`src/sv/gslp_ram.sv`:
```
// Generic single-write, single-read RAM with registered read data.
`default_nettype none

module gslp_ram #(
  parameter int WIDTH = 8,
  parameter int DEPTH = 64
) (
  input  wire logic                     clk,
  input  wire logic                     we,
  input  wire logic [$clog2(DEPTH)-1:0] waddr,
  input  wire logic [WIDTH-1:0]         wdata,
  input  wire logic                     re,
  input  wire logic [$clog2(DEPTH)-1:0] raddr,
  output logic      [WIDTH-1:0]         rdata
);

  logic [WIDTH-1:0] mem [DEPTH];

  always_ff @(posedge clk) begin
    if (we) mem[waddr] <= wdata;
  end

  always_ff @(posedge clk) begin
    if (re) rdata <= mem[raddr];
  end

endmodule

`default_nettype wire

```
`config.mk`:
```
export PLATFORM = sky130hd
export DESIGN_NAME = gslp_ram
export DESIGN_NICKNAME = d
export VERILOG_FILES = /design/src/sv/gslp_ram.sv
export SDC_FILE = /design/constraint.sdc
export NUM_CORES = 1
export LEC_CHECK = 0
export BUFFER_PORTS_ARGS = -buffer_cell sky130_fd_sc_hd__buf_2
export CAP_MARGIN = 0
export CORE_ASPECT_RATIO = 0.75
export CORE_MARGIN = 2
export CORE_UTILIZATION = 45
export DETAILED_ROUTE_END_ITERATION = 10
export HOLD_SLACK_MARGIN = 0.1
export SLEW_MARGIN = 20
export SYNTH_ARGS = -nofsm -noshare
export SYNTH_HDL_FRONTEND = slang
export SYNTH_SLANG_ARGS = --single-unit
```
`constraint.sdc`:
```
create_clock -name clk -period 2.6 [get_ports clk]
set_input_delay 0.78 -clock clk [delete_from_list [all_inputs] [get_ports clk]]
set_output_delay 0.78 -clock clk [all_outputs]
set_load 0.01 [all_outputs]
```
After elaboration in Yosys (flattened, before gate mapping). Memories as Yosys holds them, arrays and structs flattened. A register that Yosys moved wholly into a read port is not among the register bits. Index checks and enable logic that the tools add are counted.

Mux-type cells: 2.

Operator list (count): 2-to-1 mux 1 bit (2).

Register bits: 0. RAM bits: 512. Output and inout bits: 8. Word-level logic and storage cells: 3. Memories: 1.

Memories: mem (depth 64, bits a word 8, rd ports 1, clocked after memory_dff 1, wr ports 1, RTL line 17) `logic [WIDTH-1:0] mem [DEPTH];`.

Logic depth before layout (Yosys ltp). Gate-level depths: netlist (run 1).

Depth in word-level cells: 2. Depth in mapped cells: 9. Mapped depth without buffers: 5.

Least setup slack after synthesis (run 1). OpenSTA, ideal clock, no wires.

Kind: input to register. From: input port raddr[1]. To: register rdata[3], read port of mem, data pin. Setup time: 0.266 ns. Arrival time: 2.320 ns. Required time: 2.334 ns. Path slack: 0.014 ns. Stages: 7. Buffers on the path: 3. Cell sequence: buf_4 -> buf_2 -> buf_2 -> mux4_2 -> mux4_2 -> o21ai_1 -> o41ai_1.

RTL lines: from (decl) (RTL line 13) `input wire logic [$clog2(DEPTH)-1:0] raddr,`; to (decl) (RTL line 14) `output logic [WIDTH-1:0] rdata`.

==> results.sh, run 1 <==
export IMPL_synth_area_leaders="edfxtp_1 77%, mux4_2 14%, nor2_1 1.5%"
export IMPL_switching_share_pct=20.6
export IMPL_dr_pass1_iters=5
export IMPL_place_ws_ns=-0.566
export IMPL_gp_congestion=0.813
export IMPL_synth_top_area_share_pct=77.1
export IMPL_sequentialPowerShare_pct=52.5
export IMPL_intPower_mw=14.1
export IMPL_drv_cap=0
export IMPL_crit_path_start_kind="primary input"
export IMPL_start_util_pct=45.5
export IMPL_ys_warn_count=0
export IMPL_post_synth_top_count_cell="edfxtp_1"
export IMPL_irDropWorstVdd_mv=0.522
export IMPL_drt_total_wl_um=47600
export IMPL_cts_root_buf="clkbuf_16"
export IMPL_drc=0
export IMPL_grt_pass1_vias=10300
export IMPL_htreeDepth=2
export IMPL_arrival_ns=2.80
export IMPL_fin_setup_tns_ns=0
export IMPL_crit_fanout=21
export IMPL_nNetsFinal=1153
export IMPL_synth_common_cells="520 x edfxtp_1, 126 x mux4_2, 83 x nor2_1, 23 x mux2i_1, 19 x nand2_1"
export IMPL_fmax_mhz=400
export IMPL_grt_first_pass_wirelength_um=70300
export IMPL_cts_inserted_buffers=50
export IMPL_synth_seq_cells=520
export IMPL_status="completed"
export IMPL_cts_sinks=520
export IMPL_tritoncts="yes"
export IMPL_min_path_type="primary input to flop"
export IMPL_p_switching_mw=3.65
export IMPL_ys_seq_area_share_pct=77.1
export IMPL_synth_cell_types=39
export IMPL_dp_hpwl_um=31100
export IMPL_critical_path_class="primary input to flop"
export IMPL_antenna_found_initial=3
export IMPL_vias=10100
export IMPL_fin_crit_sh_pct=96.1
export IMPL_ctsResizeCount=0
export IMPL_syn_avg_cell_area_um2=21.5
export IMPL_setup_viol_count_final=0
export IMPL_syn_to_final_growth_pct=17.9
export IMPL_combPwrFrac_pct=5.5
export IMPL_die_w_um=249
export IMPL_rsz0062_at_grt="false"
export IMPL_hold_viol_final=0
export IMPL_async_reset_ff_share_pct=0
export IMPL_postCtsSetupRepairBufs=0
export IMPL_required_ns=2.90
export IMPL_avgViaCountPerCell=5.77
export IMPL_drive_gt1_share_pct=34.4
export IMPL_cts_clk_slew_worst_paths_ns=0.07
export IMPL_grt_total_usage_pct=20.7
export IMPL_max_stage_delay_ns=0.58
export IMPL_row_count=67
export IMPL_synth_nets=963
export IMPL_clock_latency_ns=0.57
export IMPL_clockBufferDepth=3
export IMPL_io_pins=31
export IMPL_p_leak_nw=7.77
export IMPL_clock_skew_ns=0.0114
export IMPL_yosys_area_top_type="edfxtp_1"
export IMPL_fin_crit_ns=2.50
export IMPL_slowest_stage="mux4_2"
export IMPL_max_slew_margin_pct=51.7
export IMPL_diodes=0
export IMPL_fillers=3418
export IMPL_cts_hold_buf=0
export IMPL_grt_ovfl_total=0
export IMPL_fin_ws_ns=0.101
export IMPL_ant_nets=0
export IMPL_crit_family="multiplexers"
export IMPL_port_buffers=30
export IMPL_drtIter0Drc=1075
export IMPL_worstSetupEndpointType="flop"
export IMPL_path_buf_inv=2
export IMPL_powerDensity_mw_per_mm2=744
export IMPL_core_mm2=0.0445
export IMPL_slew_viol_final=0
export IMPL_cpMostUsedCell="mux4_2"
export IMPL_grt_max_degree=65
export IMPL_dieArea_mm2=0.0467
export IMPL_wl_per_cell_um=27.1
export IMPL_ys_flop_type="edfxtp_1"
export IMPL_path_cells="clkbuf_8 -> buf_12 -> mux4_2 -> mux4_2 -> o21ai_0 -> nand2_1"
export IMPL_worstMarginPinSlew_ns=0.725
export IMPL_pwr_share_clk_pct=42.0
export IMPL_synth_edf_count=520
export IMPL_netlist_area_mm2=0.0202
export IMPL_die_h_um=188
export IMPL_synthCells=940
cell families after synthesis:
group	share of synthesized area (%)
flops	77.1
mux	15.9
simple gates	3.37
compound gates	2.06
buf+inv	1.56
stage by stage:
step,total power [mW],instances,util [%],hold WS (ns),area (µm²)
finish,17.8,1755,53.6,0.616,23900
CTS,17.9,1755,53.6,0.597,23900
global route,18.3,1755,53.6,0.599,23900
floorplan,9.99,940,-,0.797,20200
global placement,10.5,1664,49.8,0.887,22200
detailed placement,10.5,1664,49.8,0.901,22200
path summary, 6_finish.rpt:
check	from	end	cells after the start	slack, ns
max	raddr[0]	rdata[7]	6	0.10
min	re	rdata[7]	1	0.62
max reg2reg	mem[28][4]	rdata[4]	5	0.37
min reg2reg	mem[31][6]	rdata[6]	3	0.93
metal layers:
layer	GRT usage, %	vias up	share of wire, %
li1	-	4324	-
met1	31.7	5343	46
met2	29.7	385	43
met3	5.54	77	8.2
met4	4.64	6	1.9
met5	0	-	0.080
layout make-up:
type                       count  area (µm²)  area share [%]
tap                          586         733            3.07
sequential                   520       15600            65.4
clock buffer                  61        1360            5.68
timing repair buffer         189        1520            6.37
clock inverter                30         328            1.37
multi-input combinational    369        4320            18.1
power groups by stage:
stage	combinational (mW)	clock, mW	sequential [mW]
final	0.974	7.46	9.32
after global routing	1.04	7.92	9.32
after CTS	0.979	7.58	9.32
after detailed placement	0.978	0	9.50
after global placement	0.965	0	9.50
after floorplan	0.495	0	9.49
layout by cell type, fill, tap and decap left out, drive strengths merged, types with 3 or more instances in the layout:
master and n:
nor2b 14, mux4 126, a22oi 3, a221oi 6
mux2 13, a21oi 3, nor2 83, mux2i 23
o2bb2ai 3, o21ai 4, a211oi 4, clkinv 19
nand2 19, nand2b 7, bufinv 7, o22ai 8
o2111ai 3, buf 188, clkbuf 62, nor3 7
nand3b 3, edfxtp 520, nand3 13, o221ai 8
worst register-to-register path: cells and delay by family, from the launching register on:
kind | cells | cell delay [ns]
AOI/OAI and AO/OA | 2 | 0.46
DFF | 1 | 0.39
muxes | 2 | 0.75
and+or+nand+nor | 1 | 0.36
state kept, by name, summed over array words and instances (netlist names):
register	flops
mem	512
rdata	8
(Power assumes the default switching activity.)
==> run 2, diff against run 1 <==
Settings changed: ABC_AREA set to 1.
==> run 2 against run 1 <==
  * First-iteration DRC count up 43%
  * Die area rose by 5.7%
  * Synthesized area increased by 5.8%
  * Sequential share of layout area shrank 1.8 points
  * Final cell count up 47%
  * Sequential cell count did not move
  * Sequential power is essentially flat
  * Worst hold slack worse by 0.0098 ns
  * Largest cell class unchanged
==> results.sh, run 2 <==
export IMPL_syn_avg_cell_area_um2=11.9
export IMPL_die_h_um=193
export IMPL_die_w_um=256
export IMPL_vias=14000
export IMPL_drv_cap=0
export IMPL_htreeDepth=2
export IMPL_dpl_cell_area_mm2=0.0228
export IMPL_largest_reg_flops=512
export IMPL_yosys_area_top_type="edfxtp_1"
export IMPL_nNetsFinal=1926
export IMPL_fillers=4091
export IMPL_crit_fanout=1
export IMPL_core_mm2=0.0472
export IMPL_synth_cell_types=15
export IMPL_grt_max_degree=92
export IMPL_critical_path_class="flop to primary output"
export IMPL_synth_nets=1828
export IMPL_synth_common_cells="648 x nand2_1, 520 x edfxtp_1, 439 x nand3_1, 56 x nor2_1, 37 x buf_2"
export IMPL_cts_root_buf="clkbuf_16"
export IMPL_netlist_area_mm2=0.0214
export IMPL_largestRegisters="mem (512), rdata (8)"
export IMPL_max_stage_delay_ns=0.52
export IMPL_irDropWorstVdd_mv=0.490
export IMPL_final_cell_mix="648 x nand2_1, 520 x edfxtp_1, 439 x nand3_1"
export IMPL_cts_sinks=520
export IMPL_drtIter0Drc=1537
export IMPL_async_reset_ff_share_pct=0
export IMPL_row_count=69
export IMPL_worstMarginPinSlew_ns=0.644
export IMPL_p_leak_nw=8.98
export IMPL_start_util_pct=45.4
export IMPL_tritoncts="yes"
export IMPL_fmax_mhz=480
export IMPL_port_buffers=30
export IMPL_ys_seq_area_share_pct=72.9
export IMPL_crit_path_start_kind="flop"
export IMPL_rsz0062_at_grt="false"
export IMPL_grt_first_pass_wirelength_um=83600
export IMPL_arrival_ns=1.30
export IMPL_post_synth_top_count_cell="nand2_1"
export IMPL_finalInstanceArea_mm2=0.0245
export IMPL_ant_nets=0
export IMPL_cts_clk_slew_worst_paths_ns=0.07
export IMPL_synth_seq_cells=520
export IMPL_synthCells=1805
export IMPL_cts_inserted_buffers=50
export IMPL_ys_flop_type="edfxtp_1"
export IMPL_fin_crit_ns=2.08
export IMPL_drive_gt1_share_pct=12.0
export IMPL_worstSetupEndpointType="primary output"
export IMPL_drt_total_wl_um=55300
export IMPL_top_register="mem"
export IMPL_synth_top_area_share_pct=72.9
export IMPL_clockBufferDepth=3
export IMPL_clock_skew_ns=0.0118
export IMPL_ctsResizeCount=0
export IMPL_max_slew_margin_pct=57.0
export IMPL_status="completed"
export IMPL_cts_hold_buf=0
export IMPL_diodes=0
export IMPL_fin_crit_sh_pct=80.1
export IMPL_grt_pass1_vias=13200
export IMPL_path_buf_inv=1
export IMPL_grt_total_usage_pct=22.5
export IMPL_powerDensity_mw_per_mm2=741
export IMPL_path_cells="buf_2"
export IMPL_antenna_found_initial=2
export IMPL_synth_area_leaders="edfxtp_1 73%, nand2_1 11%, nand3_1 10%"
export IMPL_slew_viol_final=0
export IMPL_syn_to_final_growth_pct=14.6
export IMPL_wl_per_cell_um=21.4
export IMPL_gp_congestion=0.855
export IMPL_grt_ovfl_total=0
export IMPL_drc=0
export IMPL_dieArea_mm2=0.0494
export IMPL_postCtsSetupRepairBufs=0
export IMPL_synth_edf_count=520
export IMPL_fin_setup_tns_ns=0
export IMPL_io_pins=31
export IMPL_avgViaCountPerCell=5.44
export IMPL_final_common_cell="nand2_1"
export IMPL_hold_viol_final=0
export IMPL_required_ns=1.82
export IMPL_min_path_type="primary input to flop"
export IMPL_slowest_stage="edfxtp_1"
export IMPL_setup_viol_count_final=0
export IMPL_dr_pass1_iters=6
export IMPL_ys_warn_count=0
export IMPL_crit_family="flip-flops"
export IMPL_clock_latency_ns=0.58
export IMPL_dp_hpwl_um=33900
==> run 2: cell types whose count changed in the layout (fill, tap and decap cells not counted), sizes merged, moves of 10 or more <==
cell	delta
nand2	+629
mux2i	-23
buf	-29
mux2	-13
nor2	-27
inv	+10
nor2b	-14
mux4	-126
nand3	+426
==> run 2: logic make-up after synthesis <==
family	count (synthesis)	share of synthesized area [%]
buf+inv	125	4.01
flops	520	72.9
simple gates	1160	23.1
==> run 2: final timing paths <==
path                   start  endpoint  slack, ns  depth (start not counted)
setup reg to reg  mem[19][5]  rdata[5]       1.11                          8
setup / recovery    rdata[7]  rdata[7]       0.52                          1
hold reg to reg   mem[28][7]  rdata[7]       0.90                          8
hold / removal            re  rdata[7]       0.61                          1
==> run 2: cell type report <==
cell class                 count  area, µm²  area share (%)
clock inverter                27        355            1.45
multi-input combinational   1160       4950            20.2
timing repair buffer         159       1400            5.72
sequential                   520      15600            63.6
inverter                      12       52.6           0.214
tap                          639        800            3.26
clock buffer                  65       1370            5.59
==> run 2: stage by stage <==
stage               hold WS [ns]  setup slack, ns  instances  utilization, %  power, mW
floorplan                  0.797           0.0539       1805               -       10.1
finish                     0.606            0.518       2582            52.0       18.2
global route               0.592            0.481       2582            52.0       18.7
global placement           0.887           0.0108       2490            48.3       10.7
detailed placement         0.879           0.0233       2490            48.3       10.7
CTS                        0.580            0.505       2582            52.0       18.3
==> run 2: metal layers <==
| metal | up-vias | share of wire (%) | global-route usage [%] |
|---|---|---|---|
| li1 | 6556 | - | - |
| met1 | 6801 | 46 | 34.8 |
| met2 | 600 | 42 | 32.1 |
| met3 | 77 | 10 | 5.74 |
| met4 | 2 | 1.5 | 4.54 |
| met5 | - | 0.024 | 0 |
==> run 2: power breakdown <==
part | switching [mW] | leakage (nW) | internal [mW]
sequential | 0.0299 | 4.69 | 9.29
clock | 3.09 | 0.840 | 4.60
combinational | 0.839 | 3.45 | 0.327
==> run 3, diff against run 2 <==
Clock period 2.6 ns to 2.1 ns, I/O delays scaled along.
==> run 3 against run 2 <==
  * Clock skew grew 0.0078 ns
  * Clock-buffer cell count shrank 4
  * Wire length down 3.0%
  * Final cell count up 0.74%
==> results.sh, run 3 (same netlist as run 2, synthesis figures left out) <==
export IMPL_status="completed"
export IMPL_cts_hold_buf=0
export IMPL_p_total_mw=21.3
export IMPL_clock_skew_ns=0.0196
export IMPL_port_buffers=30
export IMPL_antenna_found_initial=5
export IMPL_vias=14100
export IMPL_drtIter0Drc=1811
export IMPL_clock_latency_ns=0.57
export IMPL_path_cells="buf_2"
export IMPL_final_common_cell="nand2_1"
export IMPL_largestRegisters="mem (512), rdata (8)"
export IMPL_hold_path_depth=1
export IMPL_crit_family="flip-flops"
export IMPL_die_h_um=193
export IMPL_dp_cells=2517
export IMPL_grt_first_pass_wirelength_um=81600
export IMPL_drc=0
export IMPL_finalCoreUtilization_pct=52.1
export IMPL_diodes=0
export IMPL_clockBufferDepth=3
export IMPL_worstSetupEndpointType="primary output"
export IMPL_dieArea_mm2=0.0494
export IMPL_critical_path_class="flop to primary output"
export IMPL_dr_pass1_iters=5
export IMPL_final_cell_count_no_fill=2601
export IMPL_postCtsSetupRepairBufs=0
export IMPL_drive_gt1_share_pct=12.6
export IMPL_start_util_pct=45.4
export IMPL_min_path_type="primary input to flop"
export IMPL_required_ns=1.47
export IMPL_crit_fanout=1
export IMPL_rsz0062_at_grt="false"
export IMPL_cts_inserted_buffers=49
export IMPL_core_mm2=0.0472
export IMPL_fin_crit_sh_pct=91.0
export IMPL_max_slew_margin_pct=71.7
export IMPL_slew_viol_final=0
export IMPL_worstMarginPinSlew_ns=0.424
export IMPL_cp_startpoint="rdata[6]"
export IMPL_fmax_mhz=523
export IMPL_cts_clk_slew_worst_paths_ns=0.06
export IMPL_regToRegEndpoint="rdata[1]"
export IMPL_max_stage_delay_ns=0.52
export IMPL_r2r_start="mem[47][1]"
export IMPL_dpl_cell_area_mm2=0.0232
export IMPL_path_buf_inv=1
export IMPL_row_count=69
export IMPL_hold_viol_final=0
export IMPL_tritoncts="yes"
export IMPL_finalInstanceArea_mm2=0.0246
export IMPL_p_leak_nw=9.03
export IMPL_ff2ff_setup_slack_ns=0.64
export IMPL_irDropWorstVdd_mv=0.646
export IMPL_die_w_um=256
export IMPL_arrival_ns=1.28
export IMPL_setup_viol_count_final=0
export IMPL_hp_start="re"
export IMPL_crit_path_start_kind="flop"
export IMPL_r2r_cells=8
export IMPL_cts_sinks=520
export IMPL_grt_ovfl_total=0
export IMPL_avgViaCountPerCell=5.44
export IMPL_htreeDepth=2
export IMPL_top_register="mem"
export IMPL_syn_to_final_growth_pct=14.9
export IMPL_ctsResizeCount=0
export IMPL_gp_congestion=0.855
export IMPL_largest_reg_flops=512
export IMPL_powerDensity_mw_per_mm2=867
export IMPL_nNetsFinal=1952
export IMPL_grt_max_degree=65
export IMPL_grt_pass1_vias=13200
export IMPL_drt_total_wl_um=53600
export IMPL_io_pins=31
export IMPL_final_cell_mix="648 x nand2_1, 520 x edfxtp_1, 439 x nand3_1"
export IMPL_ant_nets=0
export IMPL_fin_crit_ns=1.91
export IMPL_grt_total_usage_pct=22.0
export IMPL_dp_hpwl_um=33500
export IMPL_slowest_stage="edfxtp_1"
export IMPL_drv_cap=0
export IMPL_wl_per_cell_um=20.6
export IMPL_min_to="rdata[4]"
export IMPL_cts_root_buf="clkbuf_16"
run 3: power by group:
part | internal, mW | total, mW | switching, mW | leakage [nW]
sequential | 11.5 | 11.5 | 0.0391 | 4.69
clock | 4.63 | 8.29 | 3.66 | 0.714
combinational | 0.466 | 1.51 | 1.04 | 3.63
run 3: per-stage QoR:
| stage | hold WS (ns) | worst slack (ns) | TNS, ns |
|---|---|---|---|
| 2_1_floorplan | 0.729 | -0.296 | -18.95 |
| 3_3_place_gp | 0.880 | -0.120 | -0.599 |
| 3_5_place_dp | 0.869 | -0.136 | -0.688 |
| 4_1_cts | 0.462 | 0.174 | 0 |
| 5_1_grt | 0.469 | 0.165 | 0 |
| 6_report | 0.487 | 0.189 | 0 |
run 3: layout make-up:
class / count / area (µm²)
tap: 639 / 800
fill: 4058 / 22600
sequential: 520 / 15600
inverter: 12 / 52.6
timing repair buffer: 186 / 1740
multi-input combinational: 1160 / 4950
clock inverter: 23 / 149
clock buffer: 61 / 1310
run 3: how the worst max path moves through the flow:
| stage | slack (ns) | endpoint | cells past startpoint |
|---|---|---|---|
| 2_1_floorplan | -0.30 | mem[48][0] | 3 |
| 4_1_cts | 0.17 | rdata[6] | 1 |
| 5_1_grt | 0.16 | rdata[6] | 1 |
| 3_3_place_gp | -0.12 | rdata[4] | 11 |
| 3_5_place_dp | -0.14 | rdata[1] | 11 |
| 6_report | 0.19 | rdata[6] | 1 |
run 3: per-layer routing:
| layer | share of wire [%] | up-vias | GRT usage (%) |
|---|---|---|---|
| met5 | 0.024 | - | 0 |
| met4 | 1.8 | 2 | 4.84 |
| met3 | 9.7 | 76 | 4.54 |
| met2 | 43 | 592 | 32.3 |
| met1 | 46 | 6867 | 33.8 |
| li1 | - | 6608 | - |
